## src/hdl/srft_pkg.sv

```systemverilog
package srft_pkg;

    localparam int ENTRIES_DEF = 5;
    localparam int REMOTES_DEF = 5;
    localparam int QUEUE_DEPTH = 2;
    localparam int ADDR_W      = 32;

    localparam logic [1:0] OP_CLEAR = 2'd0;
    localparam logic [1:0] OP_ADD   = 2'd1;
    localparam logic [1:0] OP_QUERY = 2'd2;

    localparam logic [1:0] ST_OK          = 2'd0;
    localparam logic [1:0] ST_TABLE_FULL  = 2'd1;
    localparam logic [1:0] ST_REMOTE_FULL = 2'd2;

    typedef struct packed {
        logic [1:0]        op;
        logic [ADDR_W-1:0] lstart;
        logic [ADDR_W-1:0] lend;
        logic [ADDR_W-1:0] rbcast;
        logic [ADDR_W-1:0] src;
    } t_cmd;

    typedef enum logic [1:0] {
        S_IDLE,
        S_MATCH,
        S_ADD,
        S_QRUN
    } t_state;

endpackage

```

## src/hdl/srft_front.sv

```systemverilog
module srft_front import srft_pkg::*; (
    input  logic              i_start,
    input  logic              i_busy,
    input  logic [1:0]        i_op,
    input  logic [ADDR_W-1:0] i_local_ip,
    input  logic [ADDR_W-1:0] i_local_mask,
    input  logic [ADDR_W-1:0] i_remote_ip,
    input  logic [ADDR_W-1:0] i_remote_mask,
    input  logic [ADDR_W-1:0] i_source_ip,
    output logic              o_push,
    output t_cmd              o_cmd
);

    logic known_op;

    // An unused operation code is accepted and dropped here.
    assign known_op = (i_op == OP_CLEAR) || (i_op == OP_ADD) || (i_op == OP_QUERY);
    assign o_push   = i_start & ~i_busy & known_op;

    always_comb begin
        o_cmd.op     = i_op;
        o_cmd.lstart = i_local_ip & i_local_mask;
        o_cmd.lend   = (i_local_ip & i_local_mask) | ~i_local_mask;
        o_cmd.rbcast = (i_remote_ip & i_remote_mask) | ~i_remote_mask;
        o_cmd.src    = i_source_ip;
    end

endmodule

```

## src/hdl/srft_queue.sv

```systemverilog
module srft_queue import srft_pkg::*; (
    input  logic i_clk,
    input  logic i_rst_n,
    input  logic i_push,
    input  t_cmd i_cmd,
    input  logic i_pop,
    output logic o_full,
    output logic o_empty,
    output t_cmd o_cmd
);

    localparam int PW = (QUEUE_DEPTH > 1) ? $clog2(QUEUE_DEPTH) : 1;
    localparam int NW = $clog2(QUEUE_DEPTH + 1);

    t_cmd          r_slot [QUEUE_DEPTH];
    logic [PW-1:0] r_wr_ptr;
    logic [PW-1:0] r_rd_ptr;
    logic [NW-1:0] r_fill;
    logic [PW-1:0] n_wr_ptr;
    logic [PW-1:0] n_rd_ptr;

    assign o_full  = (r_fill == NW'(QUEUE_DEPTH));
    assign o_empty = (r_fill == '0);
    assign o_cmd   = r_slot[r_rd_ptr];

    always_comb begin
        n_wr_ptr = (r_wr_ptr == PW'(QUEUE_DEPTH - 1)) ? '0 : r_wr_ptr + PW'(1);
        n_rd_ptr = (r_rd_ptr == PW'(QUEUE_DEPTH - 1)) ? '0 : r_rd_ptr + PW'(1);
    end

    always_ff @(posedge i_clk) begin
        if (!i_rst_n) begin
            r_wr_ptr <= '0;
            r_rd_ptr <= '0;
            r_fill   <= '0;
        end else begin
            if (i_push) begin
                r_wr_ptr <= n_wr_ptr;
            end
            if (i_pop) begin
                r_rd_ptr <= n_rd_ptr;
            end
            if (i_push && !i_pop) begin
                r_fill <= r_fill + NW'(1);
            end else if (!i_push && i_pop) begin
                r_fill <= r_fill - NW'(1);
            end
        end
    end

    always_ff @(posedge i_clk) begin
        if (i_push) begin
            r_slot[r_wr_ptr] <= i_cmd;
        end
    end

endmodule

```

## src/hdl/srft_back.sv

```systemverilog
module srft_back import srft_pkg::*; #(
    parameter int ENTRIES           = ENTRIES_DEF,
    parameter int REMOTES_PER_ENTRY = REMOTES_DEF
) (
    input  logic              i_clk,
    input  logic              i_rst_n,
    input  logic              i_empty,
    input  t_cmd              i_cmd,
    output logic              o_pop,
    output logic              o_strobe,
    output logic [1:0]        o_status,
    output logic [ADDR_W-1:0] o_dest_broadcast,
    output logic              o_last
);

    localparam int EW    = (ENTRIES > 1) ? $clog2(ENTRIES) : 1;
    localparam int RW    = (REMOTES_PER_ENTRY > 1) ? $clog2(REMOTES_PER_ENTRY) : 1;
    localparam int CW    = $clog2(REMOTES_PER_ENTRY + 1);
    localparam int DEPTH = ENTRIES * REMOTES_PER_ENTRY;
    localparam int MW    = (DEPTH > 1) ? $clog2(DEPTH) : 1;

    t_state            r_state;
    t_state            n_state;
    t_cmd              r_cmd;
    logic [ENTRIES-1:0] r_valid;
    logic [ADDR_W-1:0] r_start [ENTRIES];
    logic [ADDR_W-1:0] r_end   [ENTRIES];
    logic [CW-1:0]     r_count [ENTRIES];
    logic [ENTRIES-1:0] r_match;
    logic [RW-1:0]     r_ridx;
    logic [ADDR_W-1:0] r_mem [DEPTH];
    logic [ADDR_W-1:0] r_mem_q;
    logic              r_out_vld;
    logic [1:0]        r_out_status;
    logic              r_out_last;
    logic              r_out_q;

    logic              n_out_vld;
    logic [1:0]        n_out_status;
    logic              n_out_last;
    logic              n_out_q;
    logic              do_clear;
    logic              do_load_match;
    logic              do_add;
    logic              do_claim;
    logic              mem_we;
    logic [MW-1:0]     mem_waddr;
    logic [MW-1:0]     mem_raddr;

    logic [ENTRIES-1:0] match_now;
    logic              hit_any;
    logic [EW-1:0]     hit_idx;
    logic              free_any;
    logic [EW-1:0]     free_idx;
    logic [EW-1:0]     q_idx;
    logic [EW-1:0]     sel;
    logic [CW-1:0]     cnt_sel;
    logic [CW-1:0]     cnt_eff;
    logic [ENTRIES-1:0] rest;
    logic              more;
    logic              entry_done;

    always_comb begin
        for (int e = 0; e < ENTRIES; e++) begin
            if (r_cmd.op == OP_ADD) begin
                match_now[e] = r_valid[e] && (r_start[e] == r_cmd.lstart)
                               && (r_end[e] == r_cmd.lend);
            end else begin
                match_now[e] = r_valid[e] && (r_cmd.src >= r_start[e])
                               && (r_cmd.src <= r_end[e]) && (r_count[e] != '0);
            end
        end
    end

    always_comb begin
        hit_idx  = '0;
        free_idx = '0;
        q_idx    = '0;
        for (int e = ENTRIES - 1; e >= 0; e--) begin
            if (r_match[e]) begin
                hit_idx = EW'(e);
                q_idx   = EW'(e);
            end
            if (!r_valid[e]) begin
                free_idx = EW'(e);
            end
        end
    end

    assign hit_any    = |r_match;
    assign free_any   = ~&r_valid;
    assign sel        = (r_state == S_ADD) ? (hit_any ? hit_idx : free_idx) : q_idx;
    assign cnt_sel    = r_count[sel];
    assign cnt_eff    = hit_any ? cnt_sel : '0;
    assign rest       = r_match & ~(ENTRIES'(1) << q_idx);
    assign more       = |rest;
    assign entry_done = ((CW'(r_ridx) + CW'(1)) == cnt_sel);
    assign mem_waddr  = MW'(int'(sel) * REMOTES_PER_ENTRY + int'(cnt_eff));
    assign mem_raddr  = MW'(int'(q_idx) * REMOTES_PER_ENTRY + int'(r_ridx));

    always_comb begin
        n_state = r_state;
        unique case (r_state)
            S_IDLE: begin
                if (!i_empty) begin
                    n_state = S_MATCH;
                end
            end
            S_MATCH: begin
                if (r_cmd.op == OP_ADD) begin
                    n_state = S_ADD;
                end else if ((r_cmd.op == OP_QUERY) && (|match_now)) begin
                    n_state = S_QRUN;
                end else begin
                    n_state = S_IDLE;
                end
            end
            S_ADD: begin
                n_state = S_IDLE;
            end
            S_QRUN: begin
                if (entry_done && !more) begin
                    n_state = S_IDLE;
                end
            end
            default: begin
                n_state = S_IDLE;
            end
        endcase
    end

    always_comb begin
        o_pop         = 1'b0;
        do_clear      = 1'b0;
        do_load_match = 1'b0;
        do_add        = 1'b0;
        do_claim      = 1'b0;
        mem_we        = 1'b0;
        n_out_vld     = 1'b0;
        n_out_status  = ST_OK;
        n_out_last    = 1'b0;
        n_out_q       = 1'b0;
        unique case (r_state)
            S_IDLE: begin
                o_pop = ~i_empty;
            end
            S_MATCH: begin
                do_load_match = 1'b1;
                if (r_cmd.op == OP_CLEAR) begin
                    do_clear   = 1'b1;
                    n_out_vld  = 1'b1;
                    n_out_last = 1'b1;
                end
            end
            S_ADD: begin
                n_out_vld  = 1'b1;
                n_out_last = 1'b1;
                if (!hit_any && !free_any) begin
                    n_out_status = ST_TABLE_FULL;
                end else if (cnt_eff >= CW'(REMOTES_PER_ENTRY)) begin
                    n_out_status = ST_REMOTE_FULL;
                end else begin
                    do_add   = 1'b1;
                    do_claim = ~hit_any;
                    mem_we   = 1'b1;
                end
            end
            S_QRUN: begin
                n_out_vld  = 1'b1;
                n_out_q    = 1'b1;
                n_out_last = entry_done & ~more;
            end
            default: begin
                o_pop = 1'b0;
            end
        endcase
    end

    always_ff @(posedge i_clk) begin
        if (!i_rst_n) begin
            r_state   <= S_IDLE;
            r_valid   <= '0;
            r_match   <= '0;
            r_ridx    <= '0;
            r_out_vld <= 1'b0;
            for (int e = 0; e < ENTRIES; e++) begin
                r_count[e] <= '0;
            end
        end else begin
            r_state   <= n_state;
            r_out_vld <= n_out_vld;
            if (do_clear) begin
                r_valid <= '0;
                for (int e = 0; e < ENTRIES; e++) begin
                    r_count[e] <= '0;
                end
            end
            if (do_add) begin
                r_valid[sel] <= 1'b1;
                r_count[sel] <= cnt_eff + CW'(1);
            end
            if (do_load_match) begin
                r_match <= match_now;
                r_ridx  <= '0;
            end else if (r_state == S_QRUN) begin
                if (entry_done) begin
                    r_match <= rest;
                    r_ridx  <= '0;
                end else begin
                    r_ridx <= r_ridx + RW'(1);
                end
            end
        end
    end

    always_ff @(posedge i_clk) begin
        if (o_pop) begin
            r_cmd <= i_cmd;
        end
        if (do_claim) begin
            r_start[sel] <= r_cmd.lstart;
            r_end[sel]   <= r_cmd.lend;
        end
        r_out_status <= n_out_status;
        r_out_last   <= n_out_last;
        r_out_q      <= n_out_q;
    end

    always_ff @(posedge i_clk) begin
        if (mem_we) begin
            r_mem[mem_waddr] <= r_cmd.rbcast;
        end
        r_mem_q <= r_mem[mem_raddr];
    end

    assign o_strobe         = r_out_vld;
    assign o_status         = r_out_status;
    assign o_last           = r_out_last;
    assign o_dest_broadcast = r_out_q ? r_mem_q : '0;

endmodule

```

## src/hdl/subnet_relay_fanout_table.sv

```systemverilog
// Channel   Direction  Transfer when        Ports
// command   in         start & !busy        i_op, i_local_ip, i_local_mask, i_remote_ip,
//                                           i_remote_mask, i_source_ip
// result    out        o_strobe             o_status, o_dest_broadcast, o_last
//
// Commands enter a two-deep queue and are executed one at a time by the table engine.
// A popped command is registered, then handled in the match state (and for an add, in the
// add state); its result is registered. A query then gives one relay target per cycle,
// set by the single read port of the broadcast memory, whose read is registered.
// busy is high only while the queue is full. Reset is synchronous and empties the table.
// Each result is shown for one cycle and cannot be held off by the receiver.
module subnet_relay_fanout_table import srft_pkg::*; #(
    parameter int ENTRIES           = ENTRIES_DEF,
    parameter int REMOTES_PER_ENTRY = REMOTES_DEF
) (
    input  logic              i_clk,
    input  logic              i_rst_n,
    input  logic              start,
    output logic              busy,
    input  logic [1:0]        i_op,
    input  logic [ADDR_W-1:0] i_local_ip,
    input  logic [ADDR_W-1:0] i_local_mask,
    input  logic [ADDR_W-1:0] i_remote_ip,
    input  logic [ADDR_W-1:0] i_remote_mask,
    input  logic [ADDR_W-1:0] i_source_ip,
    output logic              o_strobe,
    output logic [1:0]        o_status,
    output logic [ADDR_W-1:0] o_dest_broadcast,
    output logic              o_last
);

    logic push;
    logic pop;
    logic q_full;
    logic q_empty;
    t_cmd front_cmd;
    t_cmd head_cmd;

    assign busy = q_full;

    srft_front u_front (
        .i_start       (start),
        .i_busy        (q_full),
        .i_op          (i_op),
        .i_local_ip    (i_local_ip),
        .i_local_mask  (i_local_mask),
        .i_remote_ip   (i_remote_ip),
        .i_remote_mask (i_remote_mask),
        .i_source_ip   (i_source_ip),
        .o_push        (push),
        .o_cmd         (front_cmd)
    );

    srft_queue u_queue (
        .i_clk   (i_clk),
        .i_rst_n (i_rst_n),
        .i_push  (push),
        .i_cmd   (front_cmd),
        .i_pop   (pop),
        .o_full  (q_full),
        .o_empty (q_empty),
        .o_cmd   (head_cmd)
    );

    srft_back #(
        .ENTRIES           (ENTRIES),
        .REMOTES_PER_ENTRY (REMOTES_PER_ENTRY)
    ) u_back (
        .i_clk            (i_clk),
        .i_rst_n          (i_rst_n),
        .i_empty          (q_empty),
        .i_cmd            (head_cmd),
        .o_pop            (pop),
        .o_strobe         (o_strobe),
        .o_status         (o_status),
        .o_dest_broadcast (o_dest_broadcast),
        .o_last           (o_last)
    );

endmodule

```

## config.mk

```make
export PLATFORM = sky130hd
export DESIGN_NAME = subnet_relay_fanout_table
export DESIGN_NICKNAME = d
export VERILOG_FILES = /design/src/hdl/srft_pkg.sv /design/src/hdl/srft_front.sv /design/src/hdl/srft_queue.sv /design/src/hdl/srft_back.sv /design/src/hdl/subnet_relay_fanout_table.sv
export SDC_FILE = /design/constraint.sdc
export NUM_CORES = 2
export LEC_CHECK = 0
export BUFFER_PORTS_ARGS = -buffer_cell sky130_fd_sc_hd__buf_2
export CELL_PAD_IN_SITES_DETAIL_PLACEMENT = 0
export CELL_PAD_IN_SITES_GLOBAL_PLACEMENT = 1
export CORE_MARGIN = 1.5
export CORE_UTILIZATION = 58
export DETAILED_ROUTE_END_ITERATION = 16
export GPL_ROUTABILITY_DRIVEN = 0
export PLACE_DENSITY = 0.91
export SETUP_SLACK_MARGIN = 0.15
export SYNTH_ARGS = -nofsm -noshare
export SYNTH_HDL_FRONTEND = slang
export SYNTH_SLANG_ARGS = --single-unit
export TNS_END_PERCENT = 5
```

## constraint.sdc

```tcl
create_clock -name i_clk -period 15.3 [get_ports i_clk]
set_input_delay 2.295 -clock i_clk [delete_from_list [all_inputs] [get_ports i_clk]]
set_output_delay 2.295 -clock i_clk [all_outputs]
set_load 0.02 [all_outputs]
```

==> out/summary.md <==
For this design the ratio of total power to cell area is 177.0 nW/µm². The number of setup buffers added after CTS is 0. The final HPWL from detailed placement is 124400 µm, and the share of final-layout standard cells stronger than drive strength 1 is 0.1966. The count of buffers added on input and output ports is 201. In this run the worst hold path is classified as flip-flop to flip-flop.

For the number of nets with antenna violations after detailed routing, the log shows 0. After floorplanning, the core was sized to cover 118100 µm². The final layout net count came out at 5019.

Across the run, the number of max-cap violations was 0. In the post-synthesis netlist, the biggest area contributors are edfxtp_1, mux4_2, ha_1. The finished layout holds 6183 standard cells, fillers aside. The maximum buffer depth of the clock tree came out at 3. For the effective utilization at floorplan, the log shows 0.5847. For the count of hold-fix buffers inserted at cts, the log shows 0. In this run the count of I/O pins placed on the die edge is 202. Synthesis produced a netlist with a net count of 4757. Cell at the root of the clock tree: clkbuf_16.

The clock transition time at the flip-flop clock pins of the worst setup and hold paths is 0.06 ns. The leakage dissipation was 27.22 nW; the transition at the pin with the smallest max-transition slack was 1.275 ns. The final setup slack of the worst path was 9.230 ns; the number of remaining DRC errors was 0. The shortest period the worst path allows is 6.070 ns, and the portion of the clock cycle consumed by the worst path in the final layout is 0.3967.

Prior to clock tree synthesis, the placed netlist has a worst setup slack of 9.429 ns. The H-tree depth is 4. The worst-case IR drop observed on VDD is 159.6 µV.

The logs give 0.05928 ns for the worst clock skew and 15.69 ns for the required time of the critical path. The tools report the category of the worst setup path capture point as a flip-flop. Across the whole layout, storage elements account for 46920 µm². The final sum of negative setup slack is 0 ns, and the area taken by multi-input logic gates is 20460 µm².

The total track usage was 0.3336. Summing all non-filler instances in the final layout gives an area of 77470 µm². The area fraction of the dominant cell type after synthesis is 0.6633, and the floorplan row count is 126.

The logs give 5886 for the instance count after placement with tap cells included and 40330 for the number of global-route vias before repair. Once placement finished, the instance area stood at 72090 µm². At the worst endpoint, the arrival time is 6.46 ns. The tools report the clock insertion delay at the later pin of the skew report as 0.80 ns. The per-cell routed wire length came out at 32.47 µm.

The height of the chip works out to 348.0 µm. The violation count after the first detailed-routing iteration came out at 5867. From left edge to right edge, the die measures 348.0 µm.

The count of mapped cells out of synthesis was 4250; the number of enable flip-flop cells after synthesis was 1525. TritonCTS built the clock tree. The run gives 0 as the final hold violation count. The run finished with clean final reports. For the first-pass GRT wire length, the log shows 285200 µm. Dividing the synthesized area by the synthesized cell count gives 16.24 µm². The run gives 0.6795 as the proportion of synthesized chip area in sequential cells. For the number of pins with negative max-slew slack in the final report, the log shows 0.

Setup repair after global routing left no endpoint under its margin. The upper clock frequency limit came out at 0.1647 GHz. The tools report the maximum number of pins on one net before global-route repair as 169. The number of antenna violations at the first check in global routing was 9; the flop and latch count out of synthesis was 1581. Counting the fill cells in the layout gives 7751.

The critical path class was flip-flop to flip-flop. After detailed routing, the number of vias per cell comes to 6.593. Counting distinct cell types in the post-synthesis netlist gives 85.

The kind of start point of the critical path is a flip-flop. The run gives 160 as the number of CTS-inserted buffers. The run gives 69040 µm² as the synthesized area. The headroom to the max-slew limit was 0.1424; the total setup violations reported at the end of the flow was 0. The tools report the critical register-to-register path startpoint as u_back.r_match[2]. Leaving out fill and tap cells, the most frequent cell in the layout is edfxtp_1.

The die covers 121100 µm². The Yosys step of the flow raised 0 warnings. Hold path startpoint: u_back.r_valid[1]. In the synthesized netlist the dominant register cell turns out to be edfxtp_1. The number of gates resized after CTS was 0.

Summed over all layers, the global routing overflow is 0. Highest net fanout along the worst path: 32. Async set-or-reset flop fraction in the synthesized netlist: 0.

The synthesis-to-finish area growth is 12.22%. Origin of the worst setup path: u_back.r_match[2]. Overall power consumption after layout is estimated at 0.01371 W.

Leaving out fill and tap cells, the most frequent cells in the layout are edfxtp_1, inv_1, ha_1. edfxtp_1 takes more of the synthesized area than any other cell. The tools report the vias after detailed routing as 40760.

The run gives 200800 µm as the total wire length after detailed routing. Before antenna repair, the detailed router went through 7 iterations. The tree built by TritonCTS fans out to 1581 sinks.
-- cells by family after synthesis --
group,count (synthesis),synth area share
DFF,1581,0.6795
muxes,387,0.09906
xor gates and xnor gates,266,0.03385
buffers and inverters,511,0.02818
AOI/OAI and AO/OA,469,0.04299
and+or+nand+nor,694,0.05417
adders and majority gates,342,0.06220
-- final cells by class --
cell class | count | share of cell area
clock buffer | 208 | 0.05532
multi-input combinational | 2158 | 0.2642
antenna | 4 | 0.0001292
tap | 1536 | 0.02481
inverter | 348 | 0.01694
clock inverter | 85 | 0.01387
sequential | 1581 | 0.6056
timing repair buffer | 263 | 0.01915
-- sequential cells by signal, summed over array words and instances (netlist names), 2 cells and up --
signal,count
u_back.r_mem,800
u_queue.r_slot,260
u_back.r_end,160
u_back.r_start,160
u_back.r_cmd,130
u_back.r_mem_q,32
u_back.r_count,15
u_back.r_match,5
u_back.r_valid,5
u_back.r_ridx,3
u_back.o_status,2
u_back.r_state,2
u_queue.r_fill,2
-- per-layer routing --
metal,vias up,global-route usage,wire (µm)
li1,16840,-,-
met1,20390,0.4241,70290
met2,2905,0.5351,95310
met3,619,0.07536,22170
met4,8,0.1851,12950
met5,-,0,62
-- Yosys cell counts, types with 33 or more instances --
cell type and number:
inv_1 347, nor3_1 34, nand3_1 38, edfxtp_1 1525, xnor2_1 139, nor2_1 111, a21oi_1 164, nand2_1 133
nor4_1 60, xor2_1 126, o21ai_0 96, dfxtp_1 56, and2_1 68, nand4_1 89, mux4_2 224, mux2_2 130
mux2i_1 33, ha_1 340, clkbuf_1 128, nand2b_1 89
-- through the flow --
step,hold WS (ns),utilization
6_report,0.4805,0.6561
5_1_grt,0.5041,0.6561
4_1_cts,0.4820,0.6559
3_5_place_dp,0.4726,0.6106
3_3_place_gp,0.4752,0.6106
2_1_floorplan,0.4535,-
-- worst paths after layout --
| check | to | slack [ns] | cells past startpoint |
|---|---|---|---|
| worst max-delay path | u_back.r_mem[0][24] | 9.23 | 14 |
| worst min-delay path | u_back.r_valid[1] | 0.48 | 2 |
| worst max register to register | u_back.r_mem[0][24] | 9.23 | 14 |
| worst min register to register | u_back.r_valid[1] | 0.48 | 2 |
-- worst max-delay path: stages, from the launching register on --
cell and delay (ns):
dfxtp_1 0.49, nor2b_1 0.10, o21bai_1 0.31, inv_1 0.24, nor2_1 0.73, inv_1 0.17, ha_1 0.35, ha_1 0.33
ha_1 0.33, a21o_1 0.17, a21oi_1 0.18, xor2_1 0.11, xnor2_1 0.61, nand2_1 0.45, nor2_4 1.04
-- power by group --
part	internal, W	total (W)	switching [W]
Sequential	0.00558	0.00662	0.00104
Combinational	0.00122	0.00308	0.00185
Clock	0.00226	0.00401	0.00175
Total	0.00906	0.0137	0.00465
Power figures use the tool's default switching activity.
